$ cat src/sv/upn_pkg.sv
// ----------------------------------------------------------------------------
// upn_pkg
// shared types, character codes and helper functions for the path normalizer
// ----------------------------------------------------------------------------
package upn_pkg;

   // parser phases, one-hot
   typedef enum logic [5:0] {
      PH_LEAD = 6'b000001,
      PH_SEG  = 6'b000010,
      PH_ESC1 = 6'b000100,
      PH_ESC2 = 6'b001000,
      PH_TRIM = 6'b010000,
      PH_FAIL = 6'b100000
   } phase_type;

   // character codes
   localparam logic [7:0] CH_NUL     = 8'h00;
   localparam logic [7:0] CH_HASH    = 8'h23;
   localparam logic [7:0] CH_PERCENT = 8'h25;
   localparam logic [7:0] CH_DOT     = 8'h2E;
   localparam logic [7:0] CH_SLASH   = 8'h2F;
   localparam logic [7:0] CH_COLON   = 8'h3A;
   localparam logic [7:0] CH_QUEST   = 8'h3F;
   localparam logic [7:0] CH_BSLASH  = 8'h5C;

   // default document appended to an empty result or a trailing slash
   localparam int          IndexLen  = 10;
   localparam logic [3:0]  IndexLast = 4'(IndexLen - 1);

   // pending results for one transaction, emitted in field order
   typedef struct packed {
      logic       slash_a;    // separator before a segment byte
      logic       byte_v;     // segment byte
      logic [7:0] byte_val;
      logic       slash_b;    // separator before the default document
      logic       index_v;    // default document
      logic       status_v;   // status-only closing result
      logic       status_acc;
   } desc_type;

   function automatic logic desc_any(desc_type d);
      return d.slash_a | d.byte_v | d.slash_b | d.index_v | d.status_v;
   endfunction

   function automatic logic [7:0] index_char(logic [3:0] idx);
      logic [7:0] c;
      case (idx)
         4'd0:    c = 8'h69; // i
         4'd1:    c = 8'h6E; // n
         4'd2:    c = 8'h64; // d
         4'd3:    c = 8'h65; // e
         4'd4:    c = 8'h78; // x
         4'd5:    c = 8'h2E; // .
         4'd6:    c = 8'h68; // h
         4'd7:    c = 8'h74; // t
         4'd8:    c = 8'h6D; // m
         4'd9:    c = 8'h6C; // l
         default: c = 8'h00;
      endcase
      return c;
   endfunction

   // returns {valid, nibble}
   function automatic logic [4:0] hex_decode(logic [7:0] c);
      logic [4:0] r;
      if (c >= 8'h30 && c <= 8'h39) begin
         r = {1'b1, c[3:0]};
      end else if ((c >= 8'h61 && c <= 8'h66) || (c >= 8'h41 && c <= 8'h46)) begin
         r = {1'b1, 4'(c[3:0] + 4'd9)};
      end else begin
         r = 5'd0;
      end
      return r;
   endfunction

endpackage

$ cat src/sv/upn_parser.sv
// ----------------------------------------------------------------------------
// upn_parser
// per-byte path state machine; produces the result list of each transaction
// ----------------------------------------------------------------------------
module upn_parser import upn_pkg::*; (
   input  logic       clock,
   input  logic       reset,
   input  logic       in_accept,
   input  logic [7:0] path_byte,
   input  logic       byte_present,
   input  logic       end_of_path,
   output desc_type   desc
);

   phase_type  phase_ff,  phase_in;
   logic [3:0] nibble_ff, nibble_in;
   logic [1:0] seg_len_ff, seg_len_in;
   logic       all_dots_ff, all_dots_in;
   logic       nonempty_ff, nonempty_in;

   logic       stop;
   logic [4:0] hex;
   logic [7:0] seg_ch;
   logic       seg_go;
   logic       dots;

   assign stop = (path_byte == CH_QUEST) || (path_byte == CH_HASH);
   assign hex  = hex_decode(path_byte);

   always_comb begin
      phase_in    = phase_ff;
      nibble_in   = nibble_ff;
      seg_len_in  = seg_len_ff;
      all_dots_in = all_dots_ff;
      nonempty_in = nonempty_ff;
      desc        = '0;
      seg_ch      = path_byte;
      seg_go      = 1'b0;
      dots        = 1'b0;

      if (byte_present) begin
         unique case (phase_ff)
            PH_LEAD: begin
               if (path_byte == CH_SLASH) begin
                  phase_in    = PH_SEG;
                  seg_len_in  = 2'd0;
                  all_dots_in = 1'b1;
               end else begin
                  phase_in = PH_FAIL;
               end
            end
            PH_SEG: begin
               if (stop) begin
                  phase_in = PH_TRIM;
               end else if (path_byte == CH_PERCENT) begin
                  phase_in = PH_ESC1;
               end else if (path_byte == CH_SLASH) begin
                  if (all_dots_ff && (seg_len_ff == 2'd1 || seg_len_ff == 2'd2)) begin
                     phase_in = PH_FAIL;
                  end else begin
                     seg_len_in  = 2'd0;
                     all_dots_in = 1'b1;
                  end
               end else begin
                  seg_go = 1'b1;
               end
            end
            PH_ESC1: begin
               if (stop || !hex[4]) begin
                  phase_in = PH_FAIL;
               end else begin
                  nibble_in = hex[3:0];
                  phase_in  = PH_ESC2;
               end
            end
            PH_ESC2: begin
               seg_ch = {nibble_ff, hex[3:0]};
               if (stop || !hex[4] || seg_ch == CH_SLASH) begin
                  phase_in = PH_FAIL;
               end else begin
                  seg_go = 1'b1;
               end
            end
            PH_TRIM: begin
            end
            default: begin
               phase_in = PH_FAIL;
            end
         endcase

         // a byte that joins the current segment
         if (seg_go) begin
            if (seg_ch == CH_BSLASH || seg_ch == CH_COLON || seg_ch == CH_NUL) begin
               phase_in = PH_FAIL;
            end else begin
               desc.slash_a  = (seg_len_ff == 2'd0) && nonempty_ff;
               desc.byte_v   = 1'b1;
               desc.byte_val = seg_ch;
               nonempty_in   = 1'b1;
               if (seg_len_ff != 2'd3) begin
                  seg_len_in = seg_len_ff + 2'd1;
               end
               if (seg_ch != CH_DOT) begin
                  all_dots_in = 1'b0;
               end
               phase_in = PH_SEG;
            end
         end
      end

      if (end_of_path) begin
         dots = all_dots_in && (seg_len_in == 2'd1 || seg_len_in == 2'd2);
         if ((phase_in != PH_SEG && phase_in != PH_TRIM) || dots) begin
            desc.status_v   = 1'b1;
            desc.status_acc = 1'b0;
         end else if (!nonempty_in || seg_len_in == 2'd0) begin
            desc.slash_b = nonempty_in;
            desc.index_v = 1'b1;
         end else begin
            desc.status_v   = 1'b1;
            desc.status_acc = 1'b1;
         end
         phase_in    = PH_LEAD;
         nibble_in   = 4'd0;
         seg_len_in  = 2'd0;
         all_dots_in = 1'b1;
         nonempty_in = 1'b0;
      end
   end

   always_ff @(posedge clock) begin
      if (reset) begin
         phase_ff    <= PH_LEAD;
         nibble_ff   <= 4'd0;
         seg_len_ff  <= 2'd0;
         all_dots_ff <= 1'b1;
         nonempty_ff <= 1'b0;
      end else if (in_accept) begin
         phase_ff    <= phase_in;
         nibble_ff   <= nibble_in;
         seg_len_ff  <= seg_len_in;
         all_dots_ff <= all_dots_in;
         nonempty_ff <= nonempty_in;
      end
   end

endmodule

$ cat src/sv/upn_emitter.sv
// ----------------------------------------------------------------------------
// upn_emitter
// holds a transaction's results; sends one per cycle when not stalled
// ----------------------------------------------------------------------------
module upn_emitter import upn_pkg::*; (
   input  logic       clock,
   input  logic       reset,
   input  logic       load,
   input  desc_type   desc,
   output logic       free,
   output logic       rsp_valid,
   input  logic       rsp_ready,
   output logic [7:0] rsp_byte,
   output logic       rsp_present,
   output logic       rsp_last,
   output logic       rsp_accepted
);

   desc_type   desc_ff, desc_in, desc_taken;
   logic       pend_ff, pend_in, pend_taken;
   logic [3:0] cnt_ff, cnt_in;
   logic       rv_ff, rv_in;
   logic [7:0] byte_ff, byte_in;
   logic       pres_ff, pres_in;
   logic       last_ff, last_in;
   logic       acc_ff, acc_in;
   logic       take;

   assign take = pend_ff && (!rv_ff || rsp_ready);

   always_comb begin
      desc_taken = desc_ff;
      cnt_in     = cnt_ff;
      rv_in      = rv_ff && !rsp_ready;
      byte_in    = byte_ff;
      pres_in    = pres_ff;
      last_in    = last_ff;
      acc_in     = acc_ff;

      if (take) begin
         rv_in   = 1'b1;
         byte_in = 8'd0;
         pres_in = 1'b1;
         last_in = 1'b0;
         acc_in  = 1'b0;
         if (desc_ff.slash_a) begin
            byte_in            = CH_SLASH;
            desc_taken.slash_a = 1'b0;
         end else if (desc_ff.byte_v) begin
            byte_in           = desc_ff.byte_val;
            desc_taken.byte_v = 1'b0;
         end else if (desc_ff.slash_b) begin
            byte_in            = CH_SLASH;
            desc_taken.slash_b = 1'b0;
         end else if (desc_ff.index_v) begin
            byte_in = index_char(cnt_ff);
            if (cnt_ff == IndexLast) begin
               last_in            = 1'b1;
               acc_in             = 1'b1;
               desc_taken.index_v = 1'b0;
               cnt_in             = 4'd0;
            end else begin
               cnt_in = cnt_ff + 4'd1;
            end
         end else begin
            pres_in             = 1'b0;
            last_in             = 1'b1;
            acc_in              = desc_ff.status_acc;
            desc_taken.status_v = 1'b0;
         end
      end

      pend_taken = pend_ff && desc_any(desc_taken);
      desc_in    = desc_taken;
      pend_in    = pend_taken;
      if (load && desc_any(desc)) begin
         desc_in = desc;
         pend_in = 1'b1;
         cnt_in  = 4'd0;
      end
   end

   assign free = !pend_taken;

   always_ff @(posedge clock) begin
      if (reset) begin
         pend_ff <= 1'b0;
         cnt_ff  <= 4'd0;
         rv_ff   <= 1'b0;
      end else begin
         pend_ff <= pend_in;
         cnt_ff  <= cnt_in;
         rv_ff   <= rv_in;
      end
   end

   always_ff @(posedge clock) begin
      desc_ff <= desc_in;
      if (take) begin
         byte_ff <= byte_in;
         pres_ff <= pres_in;
         last_ff <= last_in;
         acc_ff  <= acc_in;
      end
   end

   assign rsp_valid    = rv_ff;
   assign rsp_byte     = byte_ff;
   assign rsp_present  = pres_ff;
   assign rsp_last     = last_ff;
   assign rsp_accepted = acc_ff;

endmodule

$ cat src/sv/url_path_normalizer_core.sv
// ----------------------------------------------------------------------------
// url_path_normalizer_core
// streaming url path cleaner: percent decoding, segment checks, default doc
// ----------------------------------------------------------------------------
// output path: a transaction's first result enters the result list register and
//   moves on to the output register, where it is valid, once that is free or taken
// throughput: one transaction per cycle while each yields at most one result and
//   the receiver is ready; a transaction with several results holds the emitter
//   until all are sent (up to 11 when the default document is appended)
// reset: synchronous, active high; parser returns to expecting the leading slash
//   and the result list and output register are emptied
// ----------------------------------------------------------------------------
module url_path_normalizer_core import upn_pkg::*; (
   input  logic       clock,
   input  logic       reset,

   // request stream: one raw path byte per transaction
   input  logic       req_tvalid,
   output logic       req_tready,
   input  logic [7:0] req_tdata,   // [7:0] path_byte
   input  logic       req_tuser,   // [0] byte_present
   input  logic       req_tlast,   // end_of_path

   // response stream: one normalized byte or a status per transaction
   output logic       rsp_tvalid,
   input  logic       rsp_tready,
   output logic [7:0] rsp_tdata,   // [7:0] out_byte
   output logic [1:0] rsp_tuser,   // [0] out_present, [1] accepted
   output logic       rsp_tlast    // last_of_path
);

   desc_type desc;      // results caused by the current request transaction
   logic     req_take;
   logic     emit_free;

   // a request is taken whenever the emitter will have room for its results
   assign req_tready = emit_free;
   assign req_take   = req_tvalid && req_tready;

   // path state machine: decodes escapes, tracks segment shape, closes the path
   upn_parser u_parser (
      .clock        (clock),
      .reset        (reset),
      .in_accept    (req_take),
      .path_byte    (req_tdata),
      .byte_present (req_tuser),
      .end_of_path  (req_tlast),
      .desc         (desc)
   );

   // result list and output registers; drains one result per cycle unless stalled
   upn_emitter u_emitter (
      .clock        (clock),
      .reset        (reset),
      .load         (req_take),
      .desc         (desc),
      .free         (emit_free),
      .rsp_valid    (rsp_tvalid),
      .rsp_ready    (rsp_tready),
      .rsp_byte     (rsp_tdata),
      .rsp_present  (rsp_tuser[0]),
      .rsp_last     (rsp_tlast),
      .rsp_accepted (rsp_tuser[1])
   );

   // accepted is only ever reported on the closing result
   assert property (@(posedge clock) disable iff (reset)
      (rsp_tvalid && rsp_tuser[1]) |-> rsp_tlast)
      else $error("accepted flag on a non-final result");

   // a status-only result always closes the path and carries a zero byte
   assert property (@(posedge clock) disable iff (reset)
      (rsp_tvalid && !rsp_tuser[0]) |-> (rsp_tlast && rsp_tdata == 8'd0))
      else $error("status-only result not final or carries data");

   // a successful close with a byte is always the last letter of the default doc
   assert property (@(posedge clock) disable iff (reset)
      (rsp_tvalid && rsp_tuser[0] && rsp_tlast) |->
         (rsp_tuser[1] && rsp_tdata == index_char(IndexLast)))
      else $error("final data result is not the end of the default document");

endmodule

$ cat config.mk
export PLATFORM = sky130hd
export DESIGN_NAME = url_path_normalizer_core
export DESIGN_NICKNAME = d
export VERILOG_FILES = /design/src/sv/upn_pkg.sv /design/src/sv/upn_parser.sv /design/src/sv/upn_emitter.sv /design/src/sv/url_path_normalizer_core.sv
export SDC_FILE = /design/constraint.sdc
export NUM_CORES = 1
export LEC_CHECK = 0
export ABC_AREA = 1
export BUFFER_PORTS_ARGS = -buffer_cell sky130_fd_sc_hd__clkbuf_2
export CAP_MARGIN = 20
export CORE_MARGIN = 3
export CORE_UTILIZATION = 58
export CTS_BUF_LIST = sky130_fd_sc_hd__clkbuf_4 sky130_fd_sc_hd__clkbuf_8
export DETAILED_ROUTE_END_ITERATION = 16
export GPL_TIMING_DRIVEN = 0
export HOLD_SLACK_MARGIN = 0.15
export PLACE_DENSITY = 0.82
export SLEW_MARGIN = 20
export SYNTH_ARGS = -nofsm -noshare
export SYNTH_HDL_FRONTEND = slang
export SYNTH_SLANG_ARGS = --single-unit
$ cat constraint.sdc
create_clock -name clock -period 3.7 [get_ports clock]
set_input_delay 0.37 -clock clock [delete_from_list [all_inputs] [get_ports clock]]
set_output_delay 0.37 -clock clock [all_outputs]
set_load 0.01 [all_outputs]
Yosys cells after proc, flatten, opt, wreduce, memory -nomap -nowiden
Memory sizes are Yosys's and may differ from the RTL's. A register that Yosys moved wholly into a read port is not among the register bits.
Cells that the tools add are included.
{"block": "classes", "add_sub_neg": 3, "n_lt_le_gt_ge": 6, "eq_ne": 22, "muxes": 82, "bitwise_logic": 14, "reduce_logical": 39}
{"operator": "6-bit two-way mux", "n": 11}
{"operator": "8-bit by 6-bit equality test with 1-bit output, second input constant", "n": 6}
{"operator": "8-bit two-way mux", "n": 5}
{"operator": "2-bit two-way mux", "n": 16}
{"operator": "4-bit two-way mux", "n": 8}
{"operator": "10-bit two-way mux", "n": 3}
{"operator": "6-bit case mux with 5 select lines", "n": 1}
{"operator": "1-bit two-way mux", "n": 29}
{"operator": "8-bit by 7-bit >= comparator with 1-bit output, second input constant", "n": 2}
{"operator": "8-bit by 7-bit <= comparator with 1-bit output, second input constant", "n": 2}
{"operator": "14-bit two-way mux", "n": 1}
{"operator": "1-bit logical AND", "n": 12}
{"operator": "1-bit logical OR", "n": 11}
{"operator": "5-bit two-way mux", "n": 2}
{"operator": "3-bit two-way mux", "n": 3}
{"operator": "8-bit by 7-bit equality test with 1-bit output, second input constant", "n": 1}
{"operator": "8-bit by 6-bit >= comparator with 1-bit output, second input constant", "n": 1}
{"operator": "8-bit by 6-bit <= comparator with 1-bit output, second input constant", "n": 1}
{"operator": "8-bit zero test", "n": 1}
{"operator": "8-bit by 6-bit != test with 1-bit output, second input constant", "n": 1}
{"operator": "1-bit bitwise OR", "n": 8}
{"operator": "6-bit by 1-bit equality test with 1-bit output, second input constant", "n": 1}
{"operator": "6-bit by 2-bit equality test with 1-bit output, second input constant", "n": 1}
{"operator": "6-bit by 3-bit equality test with 1-bit output, second input constant", "n": 1}
{"operator": "21 further kinds", "n": 38}
{"block": "word_totals", "register_bits": 45, "rom_bits": 112, "inputBits": 14, "elab_cells": 186, "mem_count": 1}
{"name": "(name not given)", "depth": 16, "word_bits": 7, "read_ports": 1, "rd_clocked_by_memory_dff": 1, "wr": 0, "line": "upn_pkg.sv:48", "rtl": "case (idx)"}

Longest topological paths before layout
Gate-level depths: netlist of the first run.
{"block": "depth", "word_depth": 25, "mapped_depth": 26, "mapped_depth_nobuf": 26}

Modules after synthesis
Synthesis of the first run repeated with hierarchy kept, for this count alone.
{"block": "hier_totals", "hier_cells": 501, "area_unflattened_um2": 3585.9}
{"mod": "upn_parser", "instances": 1, "cells_per_inst": 317, "area_each_um2": 1820.5, "seq_area_each_um2": 280.3}
{"mod": "upn_emitter", "instances": 1, "cells_per_inst": 182, "area_each_um2": 1757.9, "seq_area_each_um2": 960.9}
{"mod": "url_path_normalizer_core", "instances": 1, "cells_per_inst": 2, "area_each_um2": 7.5, "seq_area_each_um2": 0.0}

Least setup slack after synthesis of the first run
No wires, ideal clock.
{"block": "synth_timing", "path_kind": "input to register", "from": "in req_tdata[0]", "to": "reg u_emitter.desc_ff[0] (netlist name) (data pin)", "setup_time_ns": 0.250, "arrival_ns": 2.448, "required_time_ns": 3.450, "path_slack_ns": 1.001, "stages": 24, "path_buffers": 0, "path_cell_list": "inv_1 -> ha_1 -> nand2_4 -> nor2_2 -> nor2_4 -> nand3_1 -> nand2_1 -> nand2_1 -> nand2_1 -> nand2_1 -> nand3_1 -> nand2_2 -> nand2_4 -> nand2_1 -> nor2_2 -> nand2_1 -> o21ai_1 -> inv_1 -> ha_1 -> inv_1 -> nor2_1 -> nor2_1 -> nand3_1 -> nor2_1"}
{"block": "synth_via", "elab_chain_cells": 18, "elab_cells_between_ends": 80, "classes_between": "add/sub (1); order compare (6); eq/ne (12); mux (42); reduce/logical (19)"}
{"element": "start, declared", "line": "url_path_normalizer_core.sv:20", "rtl": "input logic [7:0] req_tdata,"}
{"element": "parallel branches: the longest is 18 deep, another holds 8-bit by 7-bit >= comparator with 1-bit output"}
{"element": "end signal, assigned", "line": "upn_emitter.sv:98", "rtl": "desc_ff <= desc_in;"}
{"element": "end, declared", "line": "upn_emitter.sv:19", "rtl": "desc_type desc_ff, desc_in, desc_taken;"}
Several ways; the timed one is not identified. The select of a mux whose other input is x is not followed.
A chain may end at the register's enable or synchronous reset.

==> key figures, run 1 <==
Critical path
  • Startpoint types: primary input
  • Worst EP required: 3920 ps
  • CP max-delay cell: ha_1
  • Crit Path Class: in -> reg
  • CP top delay family: simple AND/OR/NAND/NOR gates
  • CP most frequent cell: nand2_1
  • WP buf/inv: 5
  • Critical path fanouts, max: 6
  • Critical Path Max Stage Delay: 260 ps
  • CP endpoint kind: flop
  • Worst Path Arrival: 3200 ps

STA
  • Max Clock Freq: 0.337 GHz
  • Count of final setup violators: 0
  • TNS Setup: 0 ps
  • RSZ-0062 raised after global routing: no
  • Fin crit share: 0.803
  • Period minus WS final: 2970 ps
  • Setup WS post-layout: 729 ps
  • Worst slew margin: 0.629
  • Fin. max-slew vios: 0
  • Tightest Pin Transition: 553 ps
  • Final Hold Violating Endpoints: 0
  • WHS: 282 ps
  • Setup Skew: 11.6 ps

Logic synthesis
  • Avg Inst Size Synth: 7.29 um^2
  • Net Count, Synth: 484
  • Yosys cell types: 39
  • Post-synth EDFFs: 20
  • Cell Area, Synth: 0.00335 mm^2
  • Synth warnings: 0
  • Yosys reg bits: 52
  • Cell count after synthesis: 460
  • Ys async rst share: 0
  • Post-synth top flop: dfxtp_1
  • Seq/Total Area, Yosys: 0.370

Cells and area
  • N_diodes: 0
  • Final Cell Area: 0.00366 mm^2
  • # nets final: 516
  • Area Growth Syn to Fin: 9.29%
  • Fraction of layout cells with a size suffix above 1: 0.170
  • Commonest non-fill, non-tap cells in the layout: nand2_1, inv_1, nand3_1
  • Commonest non-fill, non-tap cell in the layout: nand2_1
  • Final core utilization: 0.661
  • Non-Filler Instances: 565
  • Layout fillers: 477

Min path
  • Worst min path class: in -> reg

CTS
  • CTS Buf Count: 5
  • Clock Tree Root: clkbuf_8
  • Clock-pin slew reported for the worst setup and hold paths after clock tree synthesis: 110 ps
  • Clock sink total: 52
  • Hold-fix buffers, CTS: 0
  • PostCTS Resize Cnt: 0
  • CTS tree: built
  • H-Tree Depth: 2
  • Clk_lat worst skew: 320 ps
  • Post-CTS Setup Repair Bufs: 0
  • Max Buffers Root-to-Sink: 2

Routing
  • Remaining antenna violation count after routing: 0
  • Routed len/inst: 12.6 um
  • WL final: 7100 um
  • Vias: 3051
  • Starting DRC count in detailed routing: 212
  • Drt drc: 0
  • Routed vias/inst: 5.40
  • Pre-antenna DRT Iters: 7

Pwr
  • Tot Pwr: 1.16 mW
  • Leak: 1.69 nW
  • VDD IR max: 0.000258 V
  • Power per cell area: 317 mW/mm^2

Floorplanning
  • Chip width: 82.0 um
  • # rows: 27
  • Die H: 82.0 um
  • IO Count: 27
  • Core area: 0.00554 mm^2
  • Die area: 0.00673 mm^2
  • Initial Util: 0.605

Placed design
  • GPL Wtd Cong: 0.926
  • Dpl ws: 438 ps
  • Placed cell count: 557
  • Port Buf Inserts: 25
  • Post-DP HPWL: 5510 um
  • Placed Area: 0.00357 mm^2

Global routing
  • Initial antenna violation count: 0
  • GRT Resource Usage Total: 0.229
  • Global-route wire length before repair: 12000 um
  • Pin count of the biggest net entering global routing: 19
  • Total gr overflow: 0
  • Vias in the first global route: 2715

Job
  • Number of max-cap violations: 0

Outcome
  • Status: complete, no violations
==> worst paths after layout <==
path / startpoint / endpoint / slack, ps / cells past startpoint
worst min-delay path: reset / u_parser.nibble_ff[1] / 280 / 2
worst min register to register: u_emitter.pend_ff / u_emitter.rsp_valid / 480 / 2
worst max register to register: u_parser.phase_ff[0] / u_emitter.desc_ff[1] / 810 / 22
worst max-delay path: req_tdata[0] / u_emitter.desc_ff[1] / 730 / 26
==> routing by layer <==
layer | routed length, um | vias to the layer above | GRT usage | part of all wire
met1 | 3360 | 1379 | 0.309 | 0.47
met2 | 3230 | 101 | 0.374 | 0.46
met3 | 405 | 9 | 0.0471 | 0.057
li1 | - | 1562 | - | -
met4 | 95 | 0 | 0.0581 | 0.013
met5 | 0 | - | 0 | 0
==> synthesized netlist by cell type (all sizes together) (3+ instances only) <==
cell | count | area (um^2)
inv | 65 | 249
nand2 | 128 | 558
a21oi | 19 | 106
nand4 | 11 | 68.8
nand3 | 55 | 333
ha | 10 | 125
o21ai | 33 | 176
clkbuf | 4 | 15.0
dfxtp | 32 | 641
buf | 4 | 37.5
edfxtp | 20 | 601
nor2 | 57 | 282
xor2 | 4 | 35.0
nor3 | 3 | 20.0
==> final cells by class <==
class / count / area (um^2) / area share
multi-input combinational: 333 / 1800 / 0.491
sequential: 52 / 1240 / 0.339
inverter: 67 / 258 / 0.0704
timing repair buffer: 25 / 125 / 0.0342
tap: 72 / 90.1 / 0.0246
clock buffer: 5 / 68.8 / 0.0188
buffer: 8 / 52.6 / 0.0143
clock inverter: 3 / 27.5 / 0.00751
==> where the power goes <==
| group | internal (mW) | leakage (nW) | switching [mW] |
|---|---|---|---|
| clock | 0.139 | 0.0463 | 0.210 |
| sequential | 0.617 | 0.450 | 0.0109 |
| combinational | 0.0591 | 1.20 | 0.123 |
==> kinds of logic (layout without fill, tap and decap cells) <==
logic type | after synthesis | in the layout | synth area share
buffers and inverters | 75 | 108 | 0.0926
AO/OA/AOI/OAI | 62 | 62 | 0.106
adder cells (fa/ha/maj) | 10 | 10 | 0.0373
XOR/XNOR | 4 | 4 | 0.0105
flip-flops | 52 | 52 | 0.370
AND/OR/NAND/NOR | 257 | 257 | 0.383
No activity file was read; power rests on OpenSTA's default activity.
==> run 2, diff against run 1 <==
ABC_AREA = 0   (was 1)
clock period = 2.8 ns   (was 3.7 ns; I/O delays follow)
==> key figures, run 2 <==
Outcome
  • Status: complete, but fails checks (was complete, no violations)
  • Violated checks: setup timing

Critical path
  • Critical path fanouts, max: 7 (was 6)
  • CP startpoint: u_parser.phase_ff[2] (was req_tdata[0])
  • Startpoint types: flop (was primary input)
  • Worst Path Arrival: 3480 ps (was 3200 ps)
  • CP endpoint kind: flop (unchanged)
  • Crit Path Class: reg -> reg (was in -> reg)
  • Worst reg2reg path startpoint: u_parser.phase_ff[2] (was u_parser.phase_ff[0])
  • Worst EP required: 2970 ps (was 3920 ps)

STA
  • Final Hold Violating Endpoints: 0 (unchanged)
  • Setup Skew: 10.3 ps (was 11.6 ps)
  • Worst slew margin: 0.609 (was 0.629)
  • Max Clock Freq: 0.302 GHz
  • RSZ-0062 raised after global routing: yes (was no)
  • Fin. max-slew vios: 0 (unchanged)
  • Tightest Pin Transition: 587 ps (was 553 ps)
  • Count of final setup violators: 21 (was 0)
  • Setup WS post-layout: -512 ps (was 729 ps)
  • Fin crit share: 1.18
  • Period minus WS final: 3310 ps

Logic synthesis
  • Seq/Total Area, Yosys: 0.372 (was 0.370)
  • Cell Area, Synth: 0.00333 mm^2 (was 0.00335 mm^2)
  • Net Count, Synth: 418 (was 484)
  • Ys async rst share: 0 (unchanged)
  • Yosys reg bits: 52 (unchanged)
  • Synth cell count leaders: nor2_1, nand2_1, a21oi_1 (was nand2_1, inv_1, nand3_1)
  • Count leader, synth: nor2_1 (was nand2_1)
  • Yosys cell types: 75 (was 39)
  • Post-synth top flop: dfxtp_1 (unchanged)
  • Main area contributors after synthesis: dfxtp_1, edfxtp_1, a21oi_1 (was dfxtp_1, edfxtp_1, nand2_1)
  • Post-synth top area cell: dfxtp_1 (unchanged)
  • Post-synth EDFFs: 20 (unchanged)
  • Cell count after synthesis: 394 (was 460)
  • Synth warnings: 0 (unchanged)
  • Synth top area share: 0.192 (was 0.191)
  • Avg Inst Size Synth: 8.46 um^2 (was 7.29 um^2)

Cells and area
  • Area Growth Syn to Fin: 30.1% (was 9.29%)
  • Commonest non-fill, non-tap cell in the layout: buf_4 (was nand2_1)
  • # nets final: 488 (was 516)
  • N_diodes: 0 (unchanged)
  • Commonest non-fill, non-tap cells in the layout: buf_4, nand2_1, nor2_1 (was nand2_1, inv_1, nand3_1)
  • Layout fillers: 316 (was 477)
  • Fraction of layout cells with a size suffix above 1: 0.335 (was 0.170)
  • Final Cell Area: 0.00434 mm^2 (was 0.00366 mm^2)

Global routing
  • Initial antenna violation count: 0 (unchanged)
  • Vias in the first global route: 3009 (was 2715)
  • GRT Resource Usage Total: 0.266 (was 0.229)
  • Pin count of the biggest net entering global routing: 17 (was 19)
  • Total gr overflow: 0 (unchanged)
  • Global-route wire length before repair: 13800 um (was 12000 um)

Floorplanning
  • Die area: 0.00669 mm^2 (was 0.00673 mm^2)
  • Chip width: 81.8 um (was 82.0 um)
  • Initial Util: 0.625 (was 0.605)
  • Core area: 0.00534 mm^2 (was 0.00554 mm^2)
  • # rows: 26 (was 27)
  • Die H: 81.8 um (was 82.0 um)
  • IO Count: 27 (unchanged)

Pwr
  • Tot Pwr: 1.64 mW (was 1.16 mW)
  • Sequential power share: 0.504 (was 0.542)
  • Leak: 1.59 nW (was 1.69 nW)
  • Power per cell area: 379 mW/mm^2 (was 317 mW/mm^2)
  • Clock share of power: 0.318 (was 0.301)
  • Logic pwr share: 0.178 (was 0.157)
  • Internal: 1.20 mW (was 816 uW)
  • VDD IR max: 0.000213 V (was 0.000258 V)
  • Switching Share: 0.268 (was 0.297)
  • Net Switching: 441 uW (was 344 uW)

CTS
  • Clock sink total: 52 (unchanged)
  • Clock-pin slew reported for the worst setup and hold paths after clock tree synthesis: 100 ps (was 110 ps)
  • H-Tree Depth: 2 (unchanged)
  • Clock Tree Root: clkbuf_8 (unchanged)
  • CTS tree: built (unchanged)
  • Max Buffers Root-to-Sink: 2 (unchanged)
  • Clk_lat worst skew: 310 ps (was 320 ps)
  • CTS Buf Count: 5 (unchanged)

Placed design
  • GPL Wtd Cong: 0.935 (was 0.926)
  • Post-DP HPWL: 5710 um (was 5510 um)
  • Port Buf Inserts: 24 (was 25)
  • Placed Area: 0.00362 mm^2 (was 0.00357 mm^2)

Routing
  • Drt drc: 0 (unchanged)
  • WL final: 9320 um (was 7100 um)
  • Remaining antenna violation count after routing: 0 (unchanged)
  • Starting DRC count in detailed routing: 226 (was 212)
  • Routed vias/inst: 6.21 (was 5.40)
  • Pre-antenna DRT Iters: 8 (was 7)
  • Routed len/inst: 17.4 um (was 12.6 um)
  • Vias: 3322 (was 3051)

Min path
  • Hold_sp: req_tvalid (was reset)
  • Worst min path class: in -> reg (unchanged)

Job
  • Number of max-cap violations: 0 (unchanged)
-- run 2: timing repair --
action | in CTS | in global routing
setup buffers | 25 | 15
hold buffers | 0 | 0
gates resized for setup | 33 | 37
setup endpoints to repair | 20 | 25
pin swaps | 19 | 18
-- run 2: area by class of cell --
class,count,area (um^2),area share
inverter,19,83.8,0.0193
multi-input combinational,298,2170,0.501
tap,70,87.6,0.0202
clock inverter,3,42.5,0.00981
timing repair buffer,64,465,0.107
clock buffer,5,68.8,0.0159
buffer,24,165,0.0381
sequential,52,1250,0.288
-- run 2: final timing paths --
check | to | slack [ps] | cells past startpoint
max | u_emitter.desc_ff[0] | -510 | 19
min | u_emitter.pend_ff | 240 | 3
max reg2reg | u_emitter.desc_ff[0] | -510 | 19
min reg2reg | u_emitter.desc_ff[1] | 510 | 2
-- run 2: power by group through the flow --
stage / Clock [mW] / Combinational [mW] / Sequential, mW
floorplan: 0 / 0.165 / 0.845
global placement: 0 / 0.227 / 0.843
detailed placement: 0 / 0.231 / 0.845
CTS: 0.527 / 0.258 / 0.827
global route: 0.550 / 0.319 / 0.831
finish: 0.523 / 0.293 / 0.828
-- run 2: worst max-delay path, stage by stage, from the launching register on --
cell,delay (ps)
dfxtp_1,320
buf_2,200
nor2_4,50
buf_4,140
nand3_4,100
buf_4,170
nor3_2,50
nor3b_2,290
nor2_2,90
a21oi_2,190
nand3_2,110
buf_4,150
buf_4,120
buf_4,120
buf_4,120
buf_4,130
buf_4,120
o221a_1,260
or3_4,340
nor2_1,90
-- run 2: cell families (layout without fill, tap and decap cells) --
group / count (synthesis) / in the layout / share of synthesized area
xor+xnor: 3 / 3 / 0.00788
simple gates: 162 / 162 / 0.273
compound gates: 119 / 119 / 0.238
buf+inv: 44 / 115 / 0.0578
mux: 3 / 3 / 0.0105
flops: 52 / 52 / 0.372
fa+ha+maj: 11 / 11 / 0.0405
-- run 2: stage by stage --
stage | setup slack [ps] | hold slack [ps] | util | cells | TNS (ps)
detailed placement | -939 | 491 | 0.679 | 488 | -10810
CTS | -407 | 232 | 0.761 | 520 | -2020
global route | -610 | 276 | 0.813 | 535 | -7670
floorplan | -512 | 442 | - | 394 | -1920
finish | -512 | 236 | 0.813 | 535 | -5120
global placement | -885 | 492 | 0.679 | 488 | -8860
-- run 2: routing by layer --
layer	routed length, um	share of wire	track usage	vias up
met5	0	0	0	-
met4	231	0.025	0.0997	0
met3	604	0.065	0.0351	28
met2	4790	0.51	0.470	176
met1	3700	0.40	0.327	1547
li1	-	-	-	1571
